## src/rtl/cchd_pkg.sv

```systemverilog
package cchd_pkg;

  localparam int TABLE_SIZE   = 16;
  localparam int KEY_BYTES    = 8;
  localparam int SLOT_W       = $clog2(TABLE_SIZE);
  localparam int LINK_W       = SLOT_W + 1;
  localparam int STEP_W       = $clog2(TABLE_SIZE + 1);
  localparam int FUNC_W       = 2;
  localparam int KEY_W        = 64;
  localparam int LEN_W        = 4;
  localparam int VAL_W        = 40;
  localparam int STAT_W       = 3;
  localparam int SLOT_FIELD_W = 4;

  localparam logic [LINK_W-1:0] LINK_NONE = LINK_W'(1) << SLOT_W;

  localparam logic [FUNC_W-1:0] FUNC_INSERT = 2'd0;
  localparam logic [FUNC_W-1:0] FUNC_FIND   = 2'd1;
  localparam logic [FUNC_W-1:0] FUNC_DELETE = 2'd2;

  localparam logic [STAT_W-1:0] STAT_HOME     = 3'd0;
  localparam logic [STAT_W-1:0] STAT_OVERFLOW = 3'd1;
  localparam logic [STAT_W-1:0] STAT_FULL     = 3'd2;
  localparam logic [STAT_W-1:0] STAT_FOUND    = 3'd3;
  localparam logic [STAT_W-1:0] STAT_MISSING  = 3'd4;
  localparam logic [STAT_W-1:0] STAT_DELETED  = 3'd5;

  typedef struct packed {
    logic [FUNC_W-1:0] func;
    logic [KEY_W-1:0]  key;
    logic [LEN_W-1:0]  key_len;
    logic [VAL_W-1:0]  value;
  } in_item_t;

  typedef struct packed {
    logic [STAT_W-1:0]       status;
    logic [VAL_W-1:0]        value_out;
    logic [SLOT_FIELD_W-1:0] slot;
  } out_item_t;

  typedef enum logic [3:0] {
    CMD_NONE,
    CMD_LOAD,
    CMD_INS_HOME,
    CMD_INS_FREE,
    CMD_FULL,
    CMD_STEP,
    CMD_INS_LINK,
    CMD_FOUND,
    CMD_DEL,
    CMD_MISS
  } cmd_e;

  typedef struct packed {
    cmd_e op;
    logic out_load;
  } ctrl_cmd_t;

  typedef struct packed {
    logic [FUNC_W-1:0] func;
    logic              home_free;
    logic              full;
    logic              next_none;
    logic              cur_none;
    logic              match;
    logic              steps_done;
  } dp_status_t;

endpackage

```

## src/rtl/coalesced_chain_hash_dictionary.sv

```systemverilog
// Key/value dictionary over a 16-slot table with coalesced chaining. Each input
// item is an insert, find or delete; each gives exactly one result item. The home
// slot is the key length (saturated to 8) modulo the table size. An item ends
// at the home check when it is a home insert, hits a full table or has an
// unknown op; otherwise it walks the chain, which reads one link of the link
// table per cycle and follows at most 16 links. One item is processed at a
// time; a finished result sits in an output register, so the next item is
// accepted while it waits to be taken. Reset clears all slots at once.
module coalesced_chain_hash_dictionary import cchd_pkg::*; (
  input  logic      clk_i,
  input  logic      rst_ni,
  input  logic      in_valid_i,
  output logic      in_ready_o,
  input  in_item_t  in_item_i,
  output logic      out_valid_o,
  input  logic      out_ready_i,
  output out_item_t out_item_o
);

  ctrl_cmd_t  cmd;
  dp_status_t status;

  cchd_controller u_ctrl (
    .clk_i       (clk_i),
    .rst_ni      (rst_ni),
    .in_valid_i  (in_valid_i),
    .in_ready_o  (in_ready_o),
    .out_valid_o (out_valid_o),
    .out_ready_i (out_ready_i),
    .status_i    (status),
    .cmd_o       (cmd)
  );

  cchd_datapath u_dp (
    .clk_i      (clk_i),
    .rst_ni     (rst_ni),
    .in_item_i  (in_item_i),
    .cmd_i      (cmd),
    .status_o   (status),
    .out_item_o (out_item_o)
  );

endmodule

```

## src/rtl/cchd_datapath.sv

```systemverilog
module cchd_datapath import cchd_pkg::*; (
  input  logic       clk_i,
  input  logic       rst_ni,
  input  in_item_t   in_item_i,
  input  ctrl_cmd_t  cmd_i,
  output dp_status_t status_o,
  output out_item_t  out_item_o
);

  logic [FUNC_W-1:0] func_q;
  logic [KEY_W-1:0]  key_q;
  logic [LEN_W-1:0]  len_q;
  logic [VAL_W-1:0]  val_q;
  logic [LINK_W-1:0] cur_q, cur_d;
  logic [LINK_W-1:0] prev_q, prev_d;
  logic [STEP_W-1:0] steps_q, steps_d;
  logic [SLOT_W-1:0] free_q;
  out_item_t         res_q, res_d;
  out_item_t         out_q;

  logic [TABLE_SIZE-1:0] valid_q;
  logic [LINK_W-1:0]     link_q [TABLE_SIZE];
  logic [KEY_W-1:0]      key_mem [TABLE_SIZE];
  logic [LEN_W-1:0]      len_mem [TABLE_SIZE];
  logic [VAL_W-1:0]      val_mem [TABLE_SIZE];

  logic [LEN_W-1:0]  in_len;
  logic [KEY_W-1:0]  in_key;
  logic [SLOT_W-1:0] in_home;
  logic [SLOT_W-1:0] home;
  logic [SLOT_W-1:0] cur_idx;
  logic [SLOT_W-1:0] prev_idx;
  logic [LINK_W-1:0] next_raw;
  logic [SLOT_W-1:0] free_idx;
  logic              free_found;

  always_comb begin
    in_len = (in_item_i.key_len > LEN_W'(KEY_BYTES)) ? LEN_W'(KEY_BYTES) : in_item_i.key_len;
    for (int b = 0; b < KEY_W / 8; b++) begin
      in_key[8*b +: 8] = (b < int'(in_len)) ? in_item_i.key[8*b +: 8] : 8'd0;
    end
    in_home = SLOT_W'(32'(in_len) % TABLE_SIZE);
  end

  assign home     = SLOT_W'(32'(len_q) % TABLE_SIZE);
  assign cur_idx  = cur_q[SLOT_W-1:0];
  assign prev_idx = prev_q[SLOT_W-1:0];
  assign next_raw = link_q[cur_idx];

  // lowest empty slot
  always_comb begin
    free_idx   = '0;
    free_found = 1'b0;
    for (int i = TABLE_SIZE - 1; i >= 0; i--) begin
      if (!valid_q[i]) begin
        free_idx   = SLOT_W'(i);
        free_found = 1'b1;
      end
    end
  end

  always_comb begin
    status_o.func       = func_q;
    status_o.home_free  = !valid_q[home];
    status_o.full       = !free_found;
    status_o.next_none  = next_raw[SLOT_W];
    status_o.cur_none   = cur_q[SLOT_W];
    status_o.match      = !cur_q[SLOT_W] && valid_q[cur_idx] &&
                          (key_mem[cur_idx] == key_q) && (len_mem[cur_idx] == len_q);
    status_o.steps_done = (steps_q == STEP_W'(TABLE_SIZE));
  end

  always_comb begin
    cur_d   = cur_q;
    prev_d  = prev_q;
    steps_d = steps_q;
    res_d   = res_q;
    case (cmd_i.op)
      CMD_LOAD: begin
        cur_d   = {1'b0, in_home};
        prev_d  = LINK_NONE;
        steps_d = '0;
      end
      CMD_STEP: begin
        prev_d  = cur_q;
        cur_d   = next_raw;
        steps_d = steps_q + STEP_W'(1);
      end
      CMD_INS_HOME: res_d = '{STAT_HOME, '0, SLOT_FIELD_W'(home)};
      CMD_FULL:     res_d = '{STAT_FULL, '0, '0};
      CMD_INS_LINK: res_d = '{STAT_OVERFLOW, '0, SLOT_FIELD_W'(free_q)};
      CMD_FOUND:    res_d = '{STAT_FOUND, val_mem[cur_idx], SLOT_FIELD_W'(cur_idx)};
      CMD_DEL:      res_d = '{STAT_DELETED, '0, SLOT_FIELD_W'(cur_idx)};
      CMD_MISS:     res_d = '{STAT_MISSING, '0, '0};
      default: ;
    endcase
  end

  always_ff @(posedge clk_i or negedge rst_ni) begin
    if (!rst_ni) begin
      cur_q   <= LINK_NONE;
      prev_q  <= LINK_NONE;
      steps_q <= '0;
      valid_q <= '0;
      for (int i = 0; i < TABLE_SIZE; i++) begin
        link_q[i] <= LINK_NONE;
      end
    end else begin
      cur_q   <= cur_d;
      prev_q  <= prev_d;
      steps_q <= steps_d;
      case (cmd_i.op)
        CMD_INS_HOME: valid_q[home] <= 1'b1;
        CMD_INS_LINK: begin
          valid_q[free_q]  <= 1'b1;
          link_q[cur_idx]  <= {1'b0, free_q};
        end
        CMD_DEL: begin
          valid_q[cur_idx] <= 1'b0;
          if (!prev_q[SLOT_W]) begin
            link_q[prev_idx] <= next_raw;
          end
          link_q[cur_idx]  <= LINK_NONE;
        end
        default: ;
      endcase
    end
  end

  always_ff @(posedge clk_i) begin
    res_q <= res_d;
    if (cmd_i.out_load) begin
      out_q <= res_q;
    end
    case (cmd_i.op)
      CMD_LOAD: begin
        func_q <= in_item_i.func;
        key_q  <= in_key;
        len_q  <= in_len;
        val_q  <= in_item_i.value;
      end
      CMD_INS_FREE: free_q <= free_idx;
      CMD_INS_HOME: begin
        key_mem[home] <= key_q;
        len_mem[home] <= len_q;
        val_mem[home] <= val_q;
      end
      CMD_INS_LINK: begin
        key_mem[free_q] <= key_q;
        len_mem[free_q] <= len_q;
        val_mem[free_q] <= val_q;
      end
      default: ;
    endcase
  end

  assign out_item_o = out_q;

  a_steps_bound: assert property (@(posedge clk_i) disable iff (!rst_ni)
    steps_q <= STEP_W'(TABLE_SIZE))
    else $error("walk step count past table size");

  a_del_clears: assert property (@(posedge clk_i) disable iff (!rst_ni)
    cmd_i.op == CMD_DEL |=> !valid_q[$past(cur_idx)] && link_q[$past(cur_idx)] == LINK_NONE)
    else $error("deleted slot still valid or linked");

  a_ins_link: assert property (@(posedge clk_i) disable iff (!rst_ni)
    cmd_i.op == CMD_INS_LINK |=>
      valid_q[$past(free_q)] && link_q[$past(cur_idx)] == {1'b0, $past(free_q)})
    else $error("overflow insert not stored or linked");

endmodule

```

## src/rtl/cchd_controller.sv

```systemverilog
module cchd_controller import cchd_pkg::*; (
  input  logic       clk_i,
  input  logic       rst_ni,
  input  logic       in_valid_i,
  output logic       in_ready_o,
  output logic       out_valid_o,
  input  logic       out_ready_i,
  input  dp_status_t status_i,
  output ctrl_cmd_t  cmd_o
);

  typedef enum logic [3:0] {
    ST_IDLE = 4'b0001,
    ST_EXEC = 4'b0010,
    ST_WALK = 4'b0100,
    ST_DONE = 4'b1000
  } state_e;

  state_e state_q, state_d;
  logic   out_valid_q, out_valid_d;
  logic   out_free;

  assign out_free = !out_valid_q || out_ready_i;

  always_comb begin
    state_d        = state_q;
    out_valid_d    = out_valid_q && !out_ready_i;
    cmd_o.op       = CMD_NONE;
    cmd_o.out_load = 1'b0;
    case (state_q)
      ST_IDLE: begin
        if (in_valid_i) begin
          cmd_o.op = CMD_LOAD;
          state_d  = ST_EXEC;
        end
      end
      ST_EXEC: begin
        case (status_i.func)
          FUNC_INSERT: begin
            if (status_i.home_free) begin
              cmd_o.op = CMD_INS_HOME;
              state_d  = ST_DONE;
            end else if (status_i.full) begin
              cmd_o.op = CMD_FULL;
              state_d  = ST_DONE;
            end else begin
              cmd_o.op = CMD_INS_FREE;
              state_d  = ST_WALK;
            end
          end
          FUNC_FIND, FUNC_DELETE: state_d = ST_WALK;
          default: begin
            cmd_o.op = CMD_MISS;
            state_d  = ST_DONE;
          end
        endcase
      end
      ST_WALK: begin
        if (status_i.func == FUNC_INSERT) begin
          if (status_i.steps_done || status_i.next_none) begin
            cmd_o.op = CMD_INS_LINK;
            state_d  = ST_DONE;
          end else begin
            cmd_o.op = CMD_STEP;
          end
        end else if (status_i.steps_done || status_i.cur_none) begin
          cmd_o.op = CMD_MISS;
          state_d  = ST_DONE;
        end else if (status_i.match) begin
          cmd_o.op = (status_i.func == FUNC_DELETE) ? CMD_DEL : CMD_FOUND;
          state_d  = ST_DONE;
        end else begin
          cmd_o.op = CMD_STEP;
        end
      end
      ST_DONE: begin
        if (out_free) begin
          cmd_o.out_load = 1'b1;
          out_valid_d    = 1'b1;
          state_d        = ST_IDLE;
        end
      end
      default: state_d = ST_IDLE;
    endcase
  end

  always_ff @(posedge clk_i or negedge rst_ni) begin
    if (!rst_ni) begin
      state_q     <= ST_IDLE;
      out_valid_q <= 1'b0;
    end else begin
      state_q     <= state_d;
      out_valid_q <= out_valid_d;
    end
  end

  assign in_ready_o  = (state_q == ST_IDLE);
  assign out_valid_o = out_valid_q;

  a_busy_after_accept: assert property (@(posedge clk_i) disable iff (!rst_ni)
    in_valid_i && in_ready_o |=> !in_ready_o)
    else $error("input taken while an item is in progress");

endmodule

```

## config.mk

```make
export PLATFORM = sky130hd
export DESIGN_NAME = coalesced_chain_hash_dictionary
export DESIGN_NICKNAME = d
export VERILOG_FILES = /design/src/rtl/cchd_pkg.sv /design/src/rtl/coalesced_chain_hash_dictionary.sv /design/src/rtl/cchd_datapath.sv /design/src/rtl/cchd_controller.sv
export SDC_FILE = /design/constraint.sdc
export NUM_CORES = 2
export LEC_CHECK = 0
export ABC_AREA = 1
export CORE_MARGIN = 2
export CORE_UTILIZATION = 61
export DETAILED_ROUTE_END_ITERATION = 8
export DONT_BUFFER_PORTS = 1
export HOLD_SLACK_MARGIN = 0.12
export PLACE_DENSITY_LB_ADDON = 0.1
export RECOVER_POWER = 25
export SYNTH_ARGS = -nofsm -noshare
export SYNTH_HDL_FRONTEND = slang
export SYNTH_SLANG_ARGS = --single-unit
```

## constraint.sdc

```tcl
create_clock -name clk_i -period 20.4 [get_ports clk_i]
set_input_delay 1.02 -clock clk_i [delete_from_list [all_inputs] [get_ports clk_i]]
set_output_delay 1.02 -clock clk_i [all_outputs]
set_load 0.005 [all_outputs]
```

==> metrics.md <==
| Metric | Value |
|---|---|
| Ratio of routed vias to standard cells | `a little over 6` |
| Number of unique standard cell types used by synthesis | `40` |
| DR DRC count | `0` |
| Yosys Warn Count | `0` |
| First-pass detailed-route iteration total | `6` |
| Layout cells sized above 1 | `under 10%` |
| CP Launch Type | `register` |
| Part of the power in combinational logic | `21.7%` |
| Netlist area before placement | `82000 um2` |
| Buffers from clock root to sink, at most | `3` |
| Inserted Clock Buffers | `199` |
| WP buf/inv | `8` |
| RSZ-0062 raised after global routing | `false` |
| Post-synthesis net count | `6908` |
| Maximum Capacitance Violations | `1` |
| Element type at the critical path end | `register` |
| Number of global-route vias before repair | `50500` |
| Post-synth ARST share | `5.65%` |
| Data arrival time of the worst path | `10.81 ns` |
| Global-route wire length before repair | `315000 um` |
| Storage cell area | `61100 um2` |
| Data required time at the worst endpoint | `20.83 ns` |
| Flip-flop and latch count after synthesis | `2052` |
| Setup slack on the worst flop-to-flop path | `10.02 ns` |
| GRT Util Overall | `a little under a third` |
| Final max-slew violation count | `between 100 and 150` |
| Violation count after the first detailed-route iteration | `6635` |
| Post-synth EDFFs | `1936` |
| Final worst-path cycle share | `50.9%` |
| Fill cell count | `9680` |
| Fraction of the yosys area taken by sequential cells | `74.5%` |
| Critical-path maximum fanout | `about 140` |
| Overall die area | `137000 um2` |
| Startpoint of the most critical hold path | `in_item_i[4]` |
| Worst-path cell with the longest stage delay | `buf_4` |
| Sequential group share of total power | `48.7%` |
| Mean Syn Cell Area | `around 12 um2` |
| Number of hold violations in the final report | `0` |
| Proportion of netlist area held by the largest area contributor | `70.9%` |
| Cell-internal power | `8.01 mW` |
| Hold endpoint | `u_dp.val_q[4]` |
| Cts repair resizes | `0` |
| Ratio of total power to cell area | `133 nW/um2` |
| Final Util | `67.4%` |
| Tightest Hold Check Type | `input pin to register` |
| Most used cell, CP | `nand2_1` |
| Post-layout net count | `6862` |
| Initial cell density of the core | `61.4%` |
| Top-level I/O count | `about 160` |
| Clock tree from TritonCTS | `yes` |
| Gate family responsible for the most delay along the worst path | `buffers and inverters` |
| Multi-input logic area | `18800 um2` |
| Clock slew seen by the registers of the worst setup and hold paths | `0.06 ns` |
| Cell depth of the worst setup path | `27` |
| Leading post-synthesis cells by cell area | `edfxtp_1, nand2_1, dfrtp_1, o22ai_1, o21ai_0` |
| Number of H-tree branching levels | `4` |
| Number of cells on the worst reg-to-reg path | `27` |
| Largest stage delay, worst path | `0.85 ns` |
| End of the worst register-to-register path | `u_dp.key_mem[14][22]` |
| Synth Flop Type | `edfxtp_1` |
| Core Footprint | `133000 um2` |
| Depth of the worst hold-timing path | `0` |
| Horiz. Die Dim | `371 um` |
| Die extent in y | `371 um` |
| Tightest slew margin relative to the limit | `-339%` |
| Avg WL per Cell | `around 24 um` |
| Total number of vias | `about 53000` |
| Clock Root Buffer | `clkbuf_16` |
| Synthesis-to-finish area growth | `9.65%` |
| Most frequently used cell type in the post-synthesis netlist | `nand2_1` |
| Standby leakage power | `32.9 nW` |
| Buffers inserted by post-CTS timing repair | `0` |
| Fraction of power spent switching nets | `33.1%` |
| Weighted congestion reported at the end of routability-driven placement | `0.891` |
| Run status | `finished with violations` |
| Total Negative Setup Slacks | `0 ns` |
| Post-route non-filler standard cell count | `8680` |
| DRT Wirelength | `211000 um` |
| Most used standard cells in the synthesized netlist | `nand2_1, edfxtp_1, o21ai_0, o22ai_1, nor2_1` |
| Startpoint of the worst register-to-register path | `u_dp.cur_q[0]` |
| Largest clock skew in the final design | `0.0242 ns` |
| Residual overflow from global routing | `0` |
| Largest net degree at the start of global routing | `137` |
| Cell Count Post-Placement | `8309` |
| Failing checks | `max-capacitance violations, max-slew violations` |
| Post-DRT Antenna Nets | `0` |
| Number of rows in the core area | `134` |
| Type of the worst setup path | `register to register` |
| Insertion delay to the later sink of the worst-skew pair | `between 0.8 and 0.9 ns` |
| VDD IR-drop max | `0.127 mV` |
| Part of the power in the clock network | `29.6%` |
| Instance count of the mapped netlist | `6789` |
| Cell taking the most area after synthesis | `edfxtp_1` |
| Measured slew at the worst slew-check pin | `6.58 ns` |
| Setup-failing EPs final | `0` |
| Detail Placement HPWL | `between 100000 and 150000 um` |
| Net switching power | `between 3 and 4 mW` |
| Antenna violations before repair | `3` |
| Min cycle time layout | `10.38 ns` |
| Maximum clock frequency | `between 0.09 and 0.1 GHz` |
| I/O Buffers | `0` |
| Total clock sinks | `2052` |
[flip-flops by register name, summed over array words and instances, names as in the netlist, 2 cells and up]
register	cells
u_dp.cur_q	5
u_dp.steps_q	5
u_dp.key_q	64
u_dp.key_mem	1024
u_dp.prev_q	5
u_dp.len_mem	64
u_dp.res_q	47
u_ctrl.state_q	4
u_dp.func_q	2
u_dp.val_mem	640
u_dp.link_q	80
u_dp.val_q	40
u_dp.out_item_o	47
u_dp.len_q	4
u_dp.free_q	4
u_dp.valid_q	16
[final cells by class]
cell class / count / area share, %
diodes: 1 / 0.00278
clock inverters: 111 / 1.08
flip-flops and latches: 2052 / 67.9
clock buffers: 258 / 5.89
multi-input cells: 4205 / 21.0
inverters: 199 / 0.892
well taps: 1768 / 2.46
repair buffers: 86 / 0.781
[per-layer routing]
layer	GRT usage (%)	vias to the layer above	wire, um
li1	-	24000	-
met1	44.3	26000	87000
met2	48.4	2687	99200
met3	4.79	390	18800
met4	10.1	0	6310
met5	0	-	0
[cell usage in the layout, fill, tap and decap left out, types with 9 or more instances in the layout]
cell	synthesis	layout
clkinv_1	1	44
clkbuf_16	0	201
dfrtp_1	97	95
o21ai_1	20	20
bufinv_16	0	13
edfxtp_1	1936	1936
nand3_1	249	247
a22oi_1	105	105
clkbuf_1	140	57
clkinv_2	0	40
inv_1	192	187
inv_6	0	9
o22ai_1	333	333
o21bai_1	51	51
dfstp_2	19	18
nor3_1	23	23
o21ai_0	352	352
buf_4	17	75
nor2_1	292	274
nand4_1	112	112
nor2_4	1	20
a21oi_1	134	132
nand2_1	2498	2498
[how the worst max path moves through the flow]
stage                       start                   end  slack [ns]
floorplan           u_dp.cur_q[1]   u_dp.key_mem[11][0]       12.36
global placement    u_dp.cur_q[0]  u_dp.key_mem[14][51]       10.23
detailed placement  u_dp.cur_q[0]  u_dp.val_mem[15][37]       10.09
CTS                 u_dp.cur_q[0]  u_dp.key_mem[15][20]       10.07
global route        u_dp.cur_q[0]  u_dp.val_mem[15][34]        9.50
finish              u_dp.cur_q[0]  u_dp.key_mem[14][22]       10.02
[cell families (layout without fill, tap and decap cells)]
family          after synthesis  in the layout  synth area share (%)
flops                      2052           2052                  74.5
xor+xnor                      2              2                0.0214
compound gates             1003           1003                  7.15
buf+inv                     532            654                  2.81
fa+ha+maj                     5              5                0.0763
simple gates               3195           3195                  15.5
other cells                   0              1                     0
[worst register-to-register path, stage by stage, from the launching register on]
cell and delay (ns):
dfrtp_4 0.61, buf_4 0.60, inv_8 0.41, buf_4 0.54
nor2_4 0.20, buf_4 0.63, nand2_1 0.15, nand4_1 0.11
nand2_1 0.06, nand2_1 0.10, inv_1 0.05, nand2_1 0.14
nand2_1 0.07, nor2_1 0.41, nand2_1 0.21, nor2_1 0.25
nand3_1 0.26, nor2_2 0.39, nand4_1 0.26, a21oi_4 0.29
nand3_2 0.54, inv_2 0.72, nand2_1 0.16, nand2_1 0.12
nand2_1 0.23, nor2_4 0.75, buf_4 0.78, buf_4 0.91
[what timing repair did]
action                                  4_1_cts  5_1_grt
endpoints found under the hold margin       116        0
hold buffers                                  1        0
endpoints found under the setup margin        0        0
[metrics by stage]
stage               power (mW)  hold WS (ns)  area, um2  setup WS (ns)
global placement          8.41         0.401      83600          10.23
global route              12.5         0.247      89900           9.50
floorplan                 7.46         0.400      82000          12.36
detailed placement        8.47         0.406      83600          10.09
finish                    12.0         0.283      89900          10.02
CTS                       12.0         0.152      89900          10.07
[power by group through the flow]
stage	Clock, mW	Combinational (mW)	Sequential, mW
after floorplan	0	1.75	5.71
after global placement	0	2.53	5.88
after detailed placement	0	2.56	5.90
after CTS	3.58	2.58	5.82
after global routing	3.74	2.85	5.88
final	3.54	2.60	5.83
Note: power is estimated with default switching activity, not from simulation.
